**config.mk**
```make
export PLATFORM = sky130hd
export DESIGN_NAME = rational_normalizer_top
export DESIGN_NICKNAME = d
export VERILOG_FILES = /design/src/rtl/core/rn_pkg.sv /design/src/rtl/core/rational_normalizer_top.sv /design/src/rtl/core/rn_div.sv
export SDC_FILE = /design/constraint.sdc
export NUM_CORES = 1
export LEC_CHECK = 0
export ABC_AREA = 1
export BUFFER_PORTS_ARGS = -buffer_cell sky130_fd_sc_hd__buf_2
export CAP_MARGIN = 20
export CORE_UTILIZATION = 36
export DETAILED_ROUTE_END_ITERATION = 7
export PLACE_DENSITY_LB_ADDON = 0.12
export RECOVER_POWER = 100
export SYNTH_ARGS = -nofsm -noshare
export SYNTH_HDL_FRONTEND = slang
export SYNTH_SLANG_ARGS = --single-unit
```
**constraint.sdc**
```tcl
create_clock -name clk_i -period 7.1 [get_ports clk_i]
set_clock_uncertainty 0.2 [all_clocks]
set_input_delay 0.355 -clock clk_i [delete_from_list [all_inputs] [get_ports clk_i]]
set_output_delay 0.355 -clock clk_i [all_outputs]
set_load 0.005 [all_outputs]
```
**src/rtl/core/rn_pkg.sv**
```systemverilog
// ----------------------------------------------------------------------------
// rn_pkg: shared types for the rational normalizer
// status codes of a result item and the status bundle of the serial divider
// ----------------------------------------------------------------------------
`default_nettype none

package rn_pkg;

  typedef enum logic [1:0] {
    ST_OK       = 2'd0,
    ST_ZERO_DEN = 2'd1,
    ST_OVERFLOW = 2'd2
  } rn_status_e;

  typedef struct packed {
    logic busy;
    logic done;
  } rn_div_stat_t;

endpackage

`default_nettype wire

```
**src/rtl/core/rational_normalizer_top.sv**
```systemverilog
// ----------------------------------------------------------------------------
// an item passes through a binary gcd phase and then two serial dividers that
// run side by side, then waits in the done state until the output register is free.
// error items (zero denominator, or negative denominator with a most negative
// part) skip the gcd and divide phases and go straight to the done state.
// throughput: one item at a time; a new item is taken once the last one has
// moved to the output register. reset clears the control state and output.
// ----------------------------------------------------------------------------
// rational_normalizer_top: fraction reduction by gcd
// sign moves to the numerator, both parts are divided by their binary gcd
// ----------------------------------------------------------------------------
`default_nettype none

module rational_normalizer_top import rn_pkg::*; #(
  parameter int unsigned WORD_BITS = 32
) (
  input  wire logic                 clk_i,
  input  wire logic                 rst_ni,
  input  wire logic                 in_valid_i,
  output logic                      in_stall_o,
  input  wire logic [WORD_BITS-1:0] num_in_i,
  input  wire logic [WORD_BITS-1:0] den_in_i,
  output logic                      out_valid_o,
  input  wire logic                 out_stall_i,
  output logic [WORD_BITS-1:0]      num_out_o,
  output logic [WORD_BITS-2:0]      den_out_o,
  output logic [1:0]                status_o
);

  localparam int unsigned W  = WORD_BITS;
  localparam int unsigned KW = $clog2(WORD_BITS);
  localparam logic [W-1:0] SIGN = {1'b1, {(W-1){1'b0}}};

  typedef enum logic [3:0] {
    S_IDLE = 4'b0001,
    S_GCD  = 4'b0010,
    S_DIV  = 4'b0100,
    S_DONE = 4'b1000
  } state_e;

  state_e state_q, state_d;

  logic         out_valid_q, out_valid_d;
  logic [W-1:0] out_num_q, out_num_d;
  logic [W-2:0] out_den_q, out_den_d;
  rn_status_e   out_st_q, out_st_d;

  logic [W-1:0] res_num_q, res_num_d;
  logic [W-2:0] res_den_q, res_den_d;
  rn_status_e   res_st_q, res_st_d;

  logic [W-1:0]  a_q, a_d;
  logic [W-1:0]  b_q, b_d;
  logic [KW-1:0] k_q, k_d;
  logic [W-1:0]  mag_q, mag_d;
  logic [W-1:0]  den_q, den_d;
  logic          neg_q, neg_d;

  logic         in_acc;
  logic [W-1:0] n_pos, d_pos, n_mag;
  logic [W-1:0] a_sub_b, b_sub_a;
  logic         gcd_fin;
  logic [W-1:0] gcd_val;
  logic         out_free;

  rn_div_stat_t div_num_stat, div_den_stat;
  logic [W-1:0] quot_num, quot_den;

  assign in_stall_o = (state_q != S_IDLE);
  assign in_acc     = in_valid_i && !in_stall_o;

  // sign normalization of the incoming fraction
  assign d_pos = den_in_i[W-1] ? (W'(0) - den_in_i) : den_in_i;
  assign n_pos = den_in_i[W-1] ? (W'(0) - num_in_i) : num_in_i;
  assign n_mag = n_pos[W-1] ? (W'(0) - n_pos) : n_pos;

  assign a_sub_b = a_q - b_q;
  assign b_sub_a = b_q - a_q;
  assign gcd_fin = (state_q == S_GCD) && ((a_q == '0) || (b_q == '0));
  // one operand is zero here, so the or is the gcd without the common power of two that k counts
  assign gcd_val = (a_q | b_q) << k_q;

  assign out_free = !out_valid_q || !out_stall_i;

  rn_div #(.W(W)) u_div_num (
    .clk_i      (clk_i),
    .rst_ni     (rst_ni),
    .start_i    (gcd_fin),
    .dividend_i (mag_q),
    .divisor_i  (gcd_val),
    .stat_o     (div_num_stat),
    .quot_o     (quot_num)
  );

  rn_div #(.W(W)) u_div_den (
    .clk_i      (clk_i),
    .rst_ni     (rst_ni),
    .start_i    (gcd_fin),
    .dividend_i (den_q),
    .divisor_i  (gcd_val),
    .stat_o     (div_den_stat),
    .quot_o     (quot_den)
  );

  always_comb begin
    state_d     = state_q;
    out_valid_d = out_valid_q;
    out_num_d   = out_num_q;
    out_den_d   = out_den_q;
    out_st_d    = out_st_q;
    res_num_d   = res_num_q;
    res_den_d   = res_den_q;
    res_st_d    = res_st_q;
    a_d         = a_q;
    b_d         = b_q;
    k_d         = k_q;
    mag_d       = mag_q;
    den_d       = den_q;
    neg_d       = neg_q;

    if (out_valid_q && !out_stall_i) begin
      out_valid_d = 1'b0;
    end

    unique case (state_q)
      S_IDLE: begin
        if (in_acc) begin
          res_num_d = '0;
          res_den_d = '0;
          if (den_in_i == '0) begin
            res_st_d = ST_ZERO_DEN;
            state_d  = S_DONE;
          end else if (den_in_i[W-1] && (den_in_i == SIGN || num_in_i == SIGN)) begin
            res_st_d = ST_OVERFLOW;
            state_d  = S_DONE;
          end else begin
            res_st_d = ST_OK;
            neg_d    = n_pos[W-1];
            mag_d    = n_mag;
            den_d    = d_pos;
            a_d      = n_mag;
            b_d      = d_pos;
            k_d      = '0;
            state_d  = S_GCD;
          end
        end
      end
      S_GCD: begin
        if (gcd_fin) begin
          state_d = S_DIV;
        end else if (!a_q[0] && !b_q[0]) begin
          a_d = a_q >> 1;
          b_d = b_q >> 1;
          k_d = k_q + KW'(1);
        end else if (!a_q[0]) begin
          a_d = a_q >> 1;
        end else if (!b_q[0]) begin
          b_d = b_q >> 1;
        end else if (a_q >= b_q) begin
          a_d = a_sub_b >> 1;
        end else begin
          b_d = b_sub_a >> 1;
        end
      end
      S_DIV: begin
        if (div_num_stat.done) begin
          res_num_d = neg_q ? (W'(0) - quot_num) : quot_num;
          res_den_d = quot_den[W-2:0];
          state_d   = S_DONE;
        end
      end
      S_DONE: begin
        if (out_free) begin
          out_valid_d = 1'b1;
          out_num_d   = res_num_q;
          out_den_d   = res_den_q;
          out_st_d    = res_st_q;
          state_d     = S_IDLE;
        end
      end
      default: begin
        state_d = S_IDLE;
      end
    endcase
  end

  always_ff @(posedge clk_i or negedge rst_ni) begin
    if (!rst_ni) begin
      state_q     <= S_IDLE;
      out_valid_q <= 1'b0;
      out_num_q   <= '0;
      out_den_q   <= '0;
      out_st_q    <= ST_OK;
    end else begin
      state_q     <= state_d;
      out_valid_q <= out_valid_d;
      out_num_q   <= out_num_d;
      out_den_q   <= out_den_d;
      out_st_q    <= out_st_d;
    end
  end

  always_ff @(posedge clk_i) begin
    res_num_q <= res_num_d;
    res_den_q <= res_den_d;
    res_st_q  <= res_st_d;
    a_q       <= a_d;
    b_q       <= b_d;
    k_q       <= k_d;
    mag_q     <= mag_d;
    den_q     <= den_d;
    neg_q     <= neg_d;
  end

  assign out_valid_o = out_valid_q;
  assign num_out_o   = out_num_q;
  assign den_out_o   = out_den_q;
  assign status_o    = out_st_q;

  a_state_onehot: assert property (@(posedge clk_i) disable iff (!rst_ni)
    $onehot(state_q))
    else $error("state register not one-hot");

  a_gcd_nonzero: assert property (@(posedge clk_i) disable iff (!rst_ni)
    state_q == S_GCD |-> (a_q != '0) || (b_q != '0))
    else $error("gcd operands both zero");

  a_div_in_div: assert property (@(posedge clk_i) disable iff (!rst_ni)
    div_num_stat.done |-> state_q == S_DIV && div_den_stat.done && !div_den_stat.busy)
    else $error("divider finished outside divide phase");

  a_ok_den: assert property (@(posedge clk_i) disable iff (!rst_ni)
    out_valid_o && status_o == ST_OK |-> den_out_o != '0)
    else $error("ok item with zero denominator");

  a_err_zero: assert property (@(posedge clk_i) disable iff (!rst_ni)
    out_valid_o && status_o != ST_OK |-> num_out_o == '0 && den_out_o == '0)
    else $error("error item carries nonzero payload");

endmodule

`default_nettype wire

```
**src/rtl/core/rn_div.sv**
```systemverilog
// ----------------------------------------------------------------------------
// rn_div: bit-serial restoring divider
// one quotient bit per cycle, dividend shifts out of the quotient register
// ----------------------------------------------------------------------------
`default_nettype none

module rn_div import rn_pkg::*; #(
  parameter int unsigned W = 32
) (
  input  wire logic         clk_i,
  input  wire logic         rst_ni,
  input  wire logic         start_i,
  input  wire logic [W-1:0] dividend_i,
  input  wire logic [W-1:0] divisor_i,
  output rn_div_stat_t      stat_o,
  output logic [W-1:0]      quot_o
);

  localparam int unsigned CW = $clog2(W + 1);

  logic [CW-1:0] cnt_q, cnt_d;
  logic          done_q, done_d;
  logic [W-1:0]  rem_q, rem_d;
  logic [W-1:0]  quo_q, quo_d;
  logic [W-1:0]  dvs_q, dvs_d;
  logic [W:0]    trial;
  logic [W:0]    diff;
  logic          ge;

  // next partial remainder takes the dividend bit that shifts out
  assign trial = {rem_q, quo_q[W-1]};
  assign diff  = trial - {1'b0, dvs_q};
  assign ge    = trial >= {1'b0, dvs_q};

  always_comb begin
    cnt_d  = cnt_q;
    done_d = 1'b0;
    rem_d  = rem_q;
    quo_d  = quo_q;
    dvs_d  = dvs_q;
    if (start_i) begin
      cnt_d = CW'(W);
      rem_d = '0;
      quo_d = dividend_i;
      dvs_d = divisor_i;
    end else if (cnt_q != '0) begin
      cnt_d  = cnt_q - CW'(1);
      done_d = (cnt_q == CW'(1));
      rem_d  = ge ? diff[W-1:0] : trial[W-1:0];
      quo_d  = {quo_q[W-2:0], ge};
    end
  end

  always_ff @(posedge clk_i or negedge rst_ni) begin
    if (!rst_ni) begin
      cnt_q  <= '0;
      done_q <= 1'b0;
    end else begin
      cnt_q  <= cnt_d;
      done_q <= done_d;
    end
  end

  always_ff @(posedge clk_i) begin
    rem_q <= rem_d;
    quo_q <= quo_d;
    dvs_q <= dvs_d;
  end

  assign stat_o.busy = (cnt_q != '0);
  assign stat_o.done = done_q;
  assign quot_o      = quo_q;

endmodule

`default_nettype wire

```
==> results.yml, run 1 <==
power:
  power_leakage_nw: 15.07
  p_per_area_nw_per_um2: 407.7
  peakVddDrop_mv: 0.2796
floorplanning:
  die_w_um: 292.8
  dieArea_um2: 85720
  die_h_um: 292.8
  core_um2: 83690
  num_io_pins: 135
  num_rows: 106
  initial_core_util: 0.3637
job:
  max_cap_viol_count: 12
setup_path:
  reg2reg_depth: 5
  worstPathRequired_ns: 7.41
  start_kind: "flop"
  reg2reg_setup_slack_ns: 1.99
  crit_type: "reg -> reg"
  worstPathArrival_ns: 5.42
  path_max_fanout: 40
  end_kind: "flop"
outcome:
  outcome: "finished with violations"
  violations: "max-capacitance violations, max-slew violations"
placement:
  pre_cts_slack_ns: 2.949
  port_buffers: 134
  gp_congestion: 0.9794
  post-dp-hpwl_mm: 80.71
clock_tree:
  h-tree-depth: 2
  cts_tree: "done"
  root_buffer: "clkbuf_16"
  clk_pin_slew_ns: 0.06
  clk_latency_ns: 0.64
  ctsResizeCount: 0
  clk_path_buf_depth: 3
  cts.sinks: 442
  cts_made_buffers: 55
routing:
  ant_nets: 0
  finalWirelength_mm: 101.8
  num_vias: 26670
  drcViolationCount: 0
  dr.pass1.iters: 8
  drt_iter0_drc: 1950
  wire_per_inst_um: 19.43
  viasPerCell: 5.088
timing:
  setup_viol: 0
  slew_violations: 530
  worstMarginPinSlew_ns: 3.525
  final_hold_viol_count: 0
  post-route-period-util: 0.7195
  rsz0062_at_grt: "false"
  maxSlewHeadroom: -1.350
  max_freq_ghz: 0.1958
  fin_setup_tns_ns: 0
  setup_ws_ns: 1.992
  period_needed_ns: 5.108
logic_synthesis:
  netlist_top_cells_area: "edfxtp_1 29%, nand2_1 11%, ha_1 6.9%, dfrtp_1 6.7%, inv_1 5.8%"
  synth_top_area_share: 0.2910
  syn_nets: 4169
  synthTopCellsByCount: "894 x nand2_1, 470 x inv_1, 446 x nor2_1"
  postSynth.asyncResetShare: 0.1878
  netlist_area_um2: 30440
  synthFlopType: "edfxtp_1"
  synth_edf_count: 295
  synth-seq-area-share: 0.4014
  yosysMostFrequentCell: "nand2_1"
  yosysUniqueCellTypes: 64
  synth_top_area_cell: "edfxtp_1"
  ys_ff_latch: 442
  postSynthAreaPerCell_um2: 7.746
  yosysWarnings: 0
  syn_inst: 3930
grt:
  grt.overflow.total: 0
  grt_usage: 0.2339
  grt_pass1_wl_mm: 153.2
  grt_max_degree: 75
  grt_pass1_vias: 25680
  antenna_found_initial: 5
layout:
  nets: 4297
  syn_to_final_growth_pct: 11.94
  drive_above_1_share: 0.08015
min_path:
  hold_depth: 3
  hold_path_class: "in -> reg"
cell type report:
type	instances	area [um2]
Antenna cell	2	5.005
Clock buffer	79	1579
Clock inverter	25	196.4
Fill cell	8811	49610
Inverter	486	1828
Multi-Input combinational cell	2886	15740
Sequential cell	442	12220
Tap cell	1134	1419
Timing Repair Buffer	187	1089
cell families after synthesis:
logic type | after synthesis | synth area share
and+or+nand+nor | 1706 | 0.2365
AOI/OAI and AO/OA | 765 | 0.1354
buffers and inverters | 602 | 0.07797
DFF | 442 | 0.4014
adders and majority gates | 171 | 0.07127
xor gates and xnor gates | 150 | 0.04390
muxes | 94 | 0.03358
per-stage QoR:
step           hold WS (ns)  power [mW]    util  instances  instance area (um2)
2_1_floorplan       -0.1406       8.581       -       3930                30440
3_3_place_gp         0.1635       11.07  0.3850       5106                32220
3_5_place_dp         0.1623       11.04  0.3852       5107                32240
4_1_cts            0.001569       13.88  0.4094       5236                34260
5_1_grt             0.02339       14.77  0.4072       5240                34070
6_report            0.03413       13.89  0.4072       5241                34080
layout by cell type (no fill, tap or decap), types with 29 or more instances in the layout:
| cell type | Yosys | layout |
|---|---|---|
| mux2i_1 | 29 | 29 |
| xnor2_1 | 51 | 51 |
| buf_2 | 29 | 92 |
| xor2_1 | 96 | 98 |
| a21oi_1 | 271 | 272 |
| o21ai_0 | 342 | 371 |
| clkbuf_16 | 0 | 57 |
| nor2_1 | 446 | 450 |
| nand4_1 | 33 | 33 |
| nand3_1 | 169 | 169 |
| dfrtp_1 | 82 | 82 |
| inv_1 | 470 | 472 |
| edfxtp_1 | 295 | 295 |
| nor3_1 | 46 | 47 |
| mux2_2 | 65 | 65 |
| dfxtp_1 | 64 | 64 |
| ha_1 | 167 | 167 |
| nand2_1 | 894 | 905 |
| clkbuf_1 | 61 | 66 |
worst max-delay path, cell delays in order (launching register included):
cell and delay [ns]:
dfrtp_1 0.41, nor4_1 0.29, inv_1 0.14, a21oi_1 1.79
clkbuf_1 1.67, mux2_2 0.46
registers in the layout, indices dropped and copies added, names as in the netlist, 2 cells and up:
name              flops
res_num_q            32
u_div_num.rem_q      32
a_q                  32
state_q               4
u_div_num.quot_o     32
u_div_num.cnt_q       6
res_den_q            31
u_div_num.dvs_q      32
num_out_o            32
den_q                32
u_div_den.cnt_q       6
u_div_den.rem_q      32
k_q                   5
b_q                  32
res_st_q              2
mag_q                32
status_o              2
u_div_den.quot_o     32
den_out_o            31
where the power goes:
part / leakage [nW] / switching, mW / total (mW) / internal, mW
clock network: 0.868 / 1.17 / 2.76 / 1.59
logic: 9.83 / 4.91 / 7.00 / 2.09
registers: 4.37 / 0.427 / 4.13 / 3.70
total: 15.1 / 6.51 / 13.9 / 7.38
timing repair:
action,CTS,global route
setup buffers,0,0
hold buffers,25,0
endpoints found under the hold margin,60,0
worst paths after layout:
kind | startpoint | end
max | state_q[1] | num_out_o[20]
min | den_in_i[15] | den_q[15]
max reg2reg | state_q[1] | num_out_o[20]
min reg2reg | u_div_den.rem_q[31] | u_div_den.rem_q[31]
max in group asynchronous | rst_ni | den_out_o[19]
min in group asynchronous | rst_ni | num_out_o[20]
layer usage:
layer / global-route usage / share of wire
met3: 0.03141 / 0.053
met1: 0.3186 / 0.46
met5: 0 / 0.00046
met4: 0.08709 / 0.037
met2: 0.3769 / 0.45
Note: power is estimated with default switching activity, not from simulation.
==> run 2: changes to the inputs <==
Clock period 7.1 ns to 4.9 ns, I/O delays scaled along.
==> run 2 against run 1 <==
  * The run still ends with max-capacitance violations, max-slew violations left
  * Fmax grew 13%
  * Clock-buffer cell count shrank 12
  * Sequential share of layout area down 0.37 points
  * Register-to-register slack got worse by 1.6 ns
  * Cell count increased by 0.42%
  * Core utilization grew 0.42 points
  * Setup slack got worse by 1.6 ns
  * Critical path depth up 10
  * Critical path type unchanged
  * Highest routed layer is now met4
==> results.yml, run 2 (synthesis gave the netlist of run 1 again) <==
placement:
  placed_area_um2: 32380
  place_inst: 5121
  post-dp-hpwl_mm: 81.64
  gp_congestion: 0.9799
  port_buffers: 134
layout:
  layout_commonest_cell: "nand2_1"
  multi_input_area_um2: 15780
  utilization: 0.4114
  fin_area_um2: 34430
  seqCellArea_um2: 12220
  finalNonFillerCells: 5263
  fillers: 8772
  final_cell_mix: "903 x nand2_1, 473 x inv_1, 448 x nor2_1"
  syn_to_final_growth_pct: 13.10
  nets: 4321
  drive_above_1_share: 0.08507
timing:
  post-route-period-util: 0.9201
  maxSlewHeadroom: -0.7541
  rsz0062_at_grt: "false"
  period_needed_ns: 4.509
  fin_setup_tns_ns: 0
  setup_viol: 0
  max_freq_ghz: 0.2218
  slew_violations: 318
  final_hold_viol_count: 0
  worstMarginPinSlew_ns: 2.631
grt:
  grt.overflow.total: 0
  grt_pass1_vias: 26240
  met1_usage: 0.3219
  antenna_found_initial: 6
  grt_busiest_layer: "met2"
  grt_usage: 0.2376
  grt_max_degree: 67
  grt_use_met2: 0.3982
  grt_pass1_wl_mm: 156.3
  grtUsageMet3: 0.02512
routing:
  drt_iter0_drc: 1871
  viasPerCell: 5.054
  finalWirelength_mm: 103.0
  ant_nets: 0
  num_vias: 26600
  wire_per_inst_um: 19.58
  dr.pass1.iters: 6
  drcViolationCount: 0
clock_tree:
  h-tree-depth: 2
  clk_latency_ns: 0.62
  postCtsSetupBuffers: 0
  cts_tree: "done"
  cts.sinks: 442
  clk_path_buf_depth: 3
  clk_pin_slew_ns: 0.06
  ctsResizeCount: 0
  cts_made_buffers: 53
  root_buffer: "clkbuf_16"
  cts_hold_buf: 38
floorplanning:
  core_um2: 83690
  initial_core_util: 0.3637
  dieArea_um2: 85720
  die_w_um: 292.8
  num_io_pins: 135
  die_h_um: 292.8
  num_rows: 106
setup_path:
  crit_type: "reg -> reg"
  end_kind: "flop"
  start_kind: "flop"
  worstPathRequired_ns: 4.94
  worstPathArrival_ns: 4.55
  r2r_start: "a_q[0]"
  reg2reg_depth: 15
  reg2reg_setup_slack_ns: 0.39
  r2r_end: "a_q[0]"
  path_max_fanout: 11
power:
  power_leakage_nw: 15.25
  p_per_area_nw_per_um2: 592.6
  peakVddDrop_mv: 0.4457
job:
  max_cap_viol_count: 6
min_path:
  hold_path_class: "in -> reg"
  whs_endpoint: "res_st_q[1]"
  hold_depth: 4
  holdCritStartpoint: "num_in_i[30]"
outcome:
  violations: "max-capacitance violations, max-slew violations"
  outcome: "finished with violations"
run 2: layout make-up:
cell class / count / area share
well taps: 1134 / 0.04121
repair buffers: 213 / 0.03794
multi-input cells: 2886 / 0.4582
inverters: 486 / 0.05309
diodes: 3 / 0.0002180
clock inverters: 32 / 0.01265
flip-flops and latches: 442 / 0.3549
clock buffers: 67 / 0.04183
run 2: layer usage:
layer | part of all wire | up-vias
met5 | 0 | -
met3 | 0.046 | 139
met2 | 0.47 | 622
li1 | - | 13370
met4 | 0.029 | 0
met1 | 0.46 | 12470
run 2: power by group:
part | internal, mW | switching, mW
combinational | 3.00 | 7.10
sequential | 5.38 | 0.666
clock | 2.56 | 1.70
total | 10.9 | 9.46
run 2: worst max-delay path, stage by stage (launching register included):
cell and delay (ns):
edfxtp_1 0.46, inv_1 0.16, ha_1 0.27, fa_1 0.49
o21ai_0 0.47, nand2_1 0.10, nand2_1 0.17, nand2_1 0.07
nand2_1 0.16, nand2_1 0.09, nand3_2 0.13, nand2_2 0.21
inv_1 0.28, nand2_1 0.08, o211ai_1 0.27, o21ai_0 0.50
run 2: worst max path at each step:
stage | startpoint | end | slack (ns) | cells past startpoint
after CTS | a_q[0] | a_q[0] | 0.62 | 15
final | a_q[0] | a_q[0] | 0.39 | 15
after global routing | num_in_i[0] | a_q[20] | 0.21 | 16
after floorplan | a_q[0] | b_q[10] | 0.37 | 13
after detailed placement | a_q[0] | a_q[0] | 0.64 | 15
after global placement | a_q[0] | a_q[0] | 0.51 | 15
run 2: metrics by stage:
step                      hold WS, ns  worst slack, ns  power (mW)
after floorplan               -0.2506           0.3727       12.42
after global placement        0.05613           0.5101       16.20
after detailed placement      0.05393           0.6445       16.12
after CTS                     0.04940           0.6234       20.50
after global routing          0.07350           0.2103       21.70
final                         0.08069           0.3913       20.40
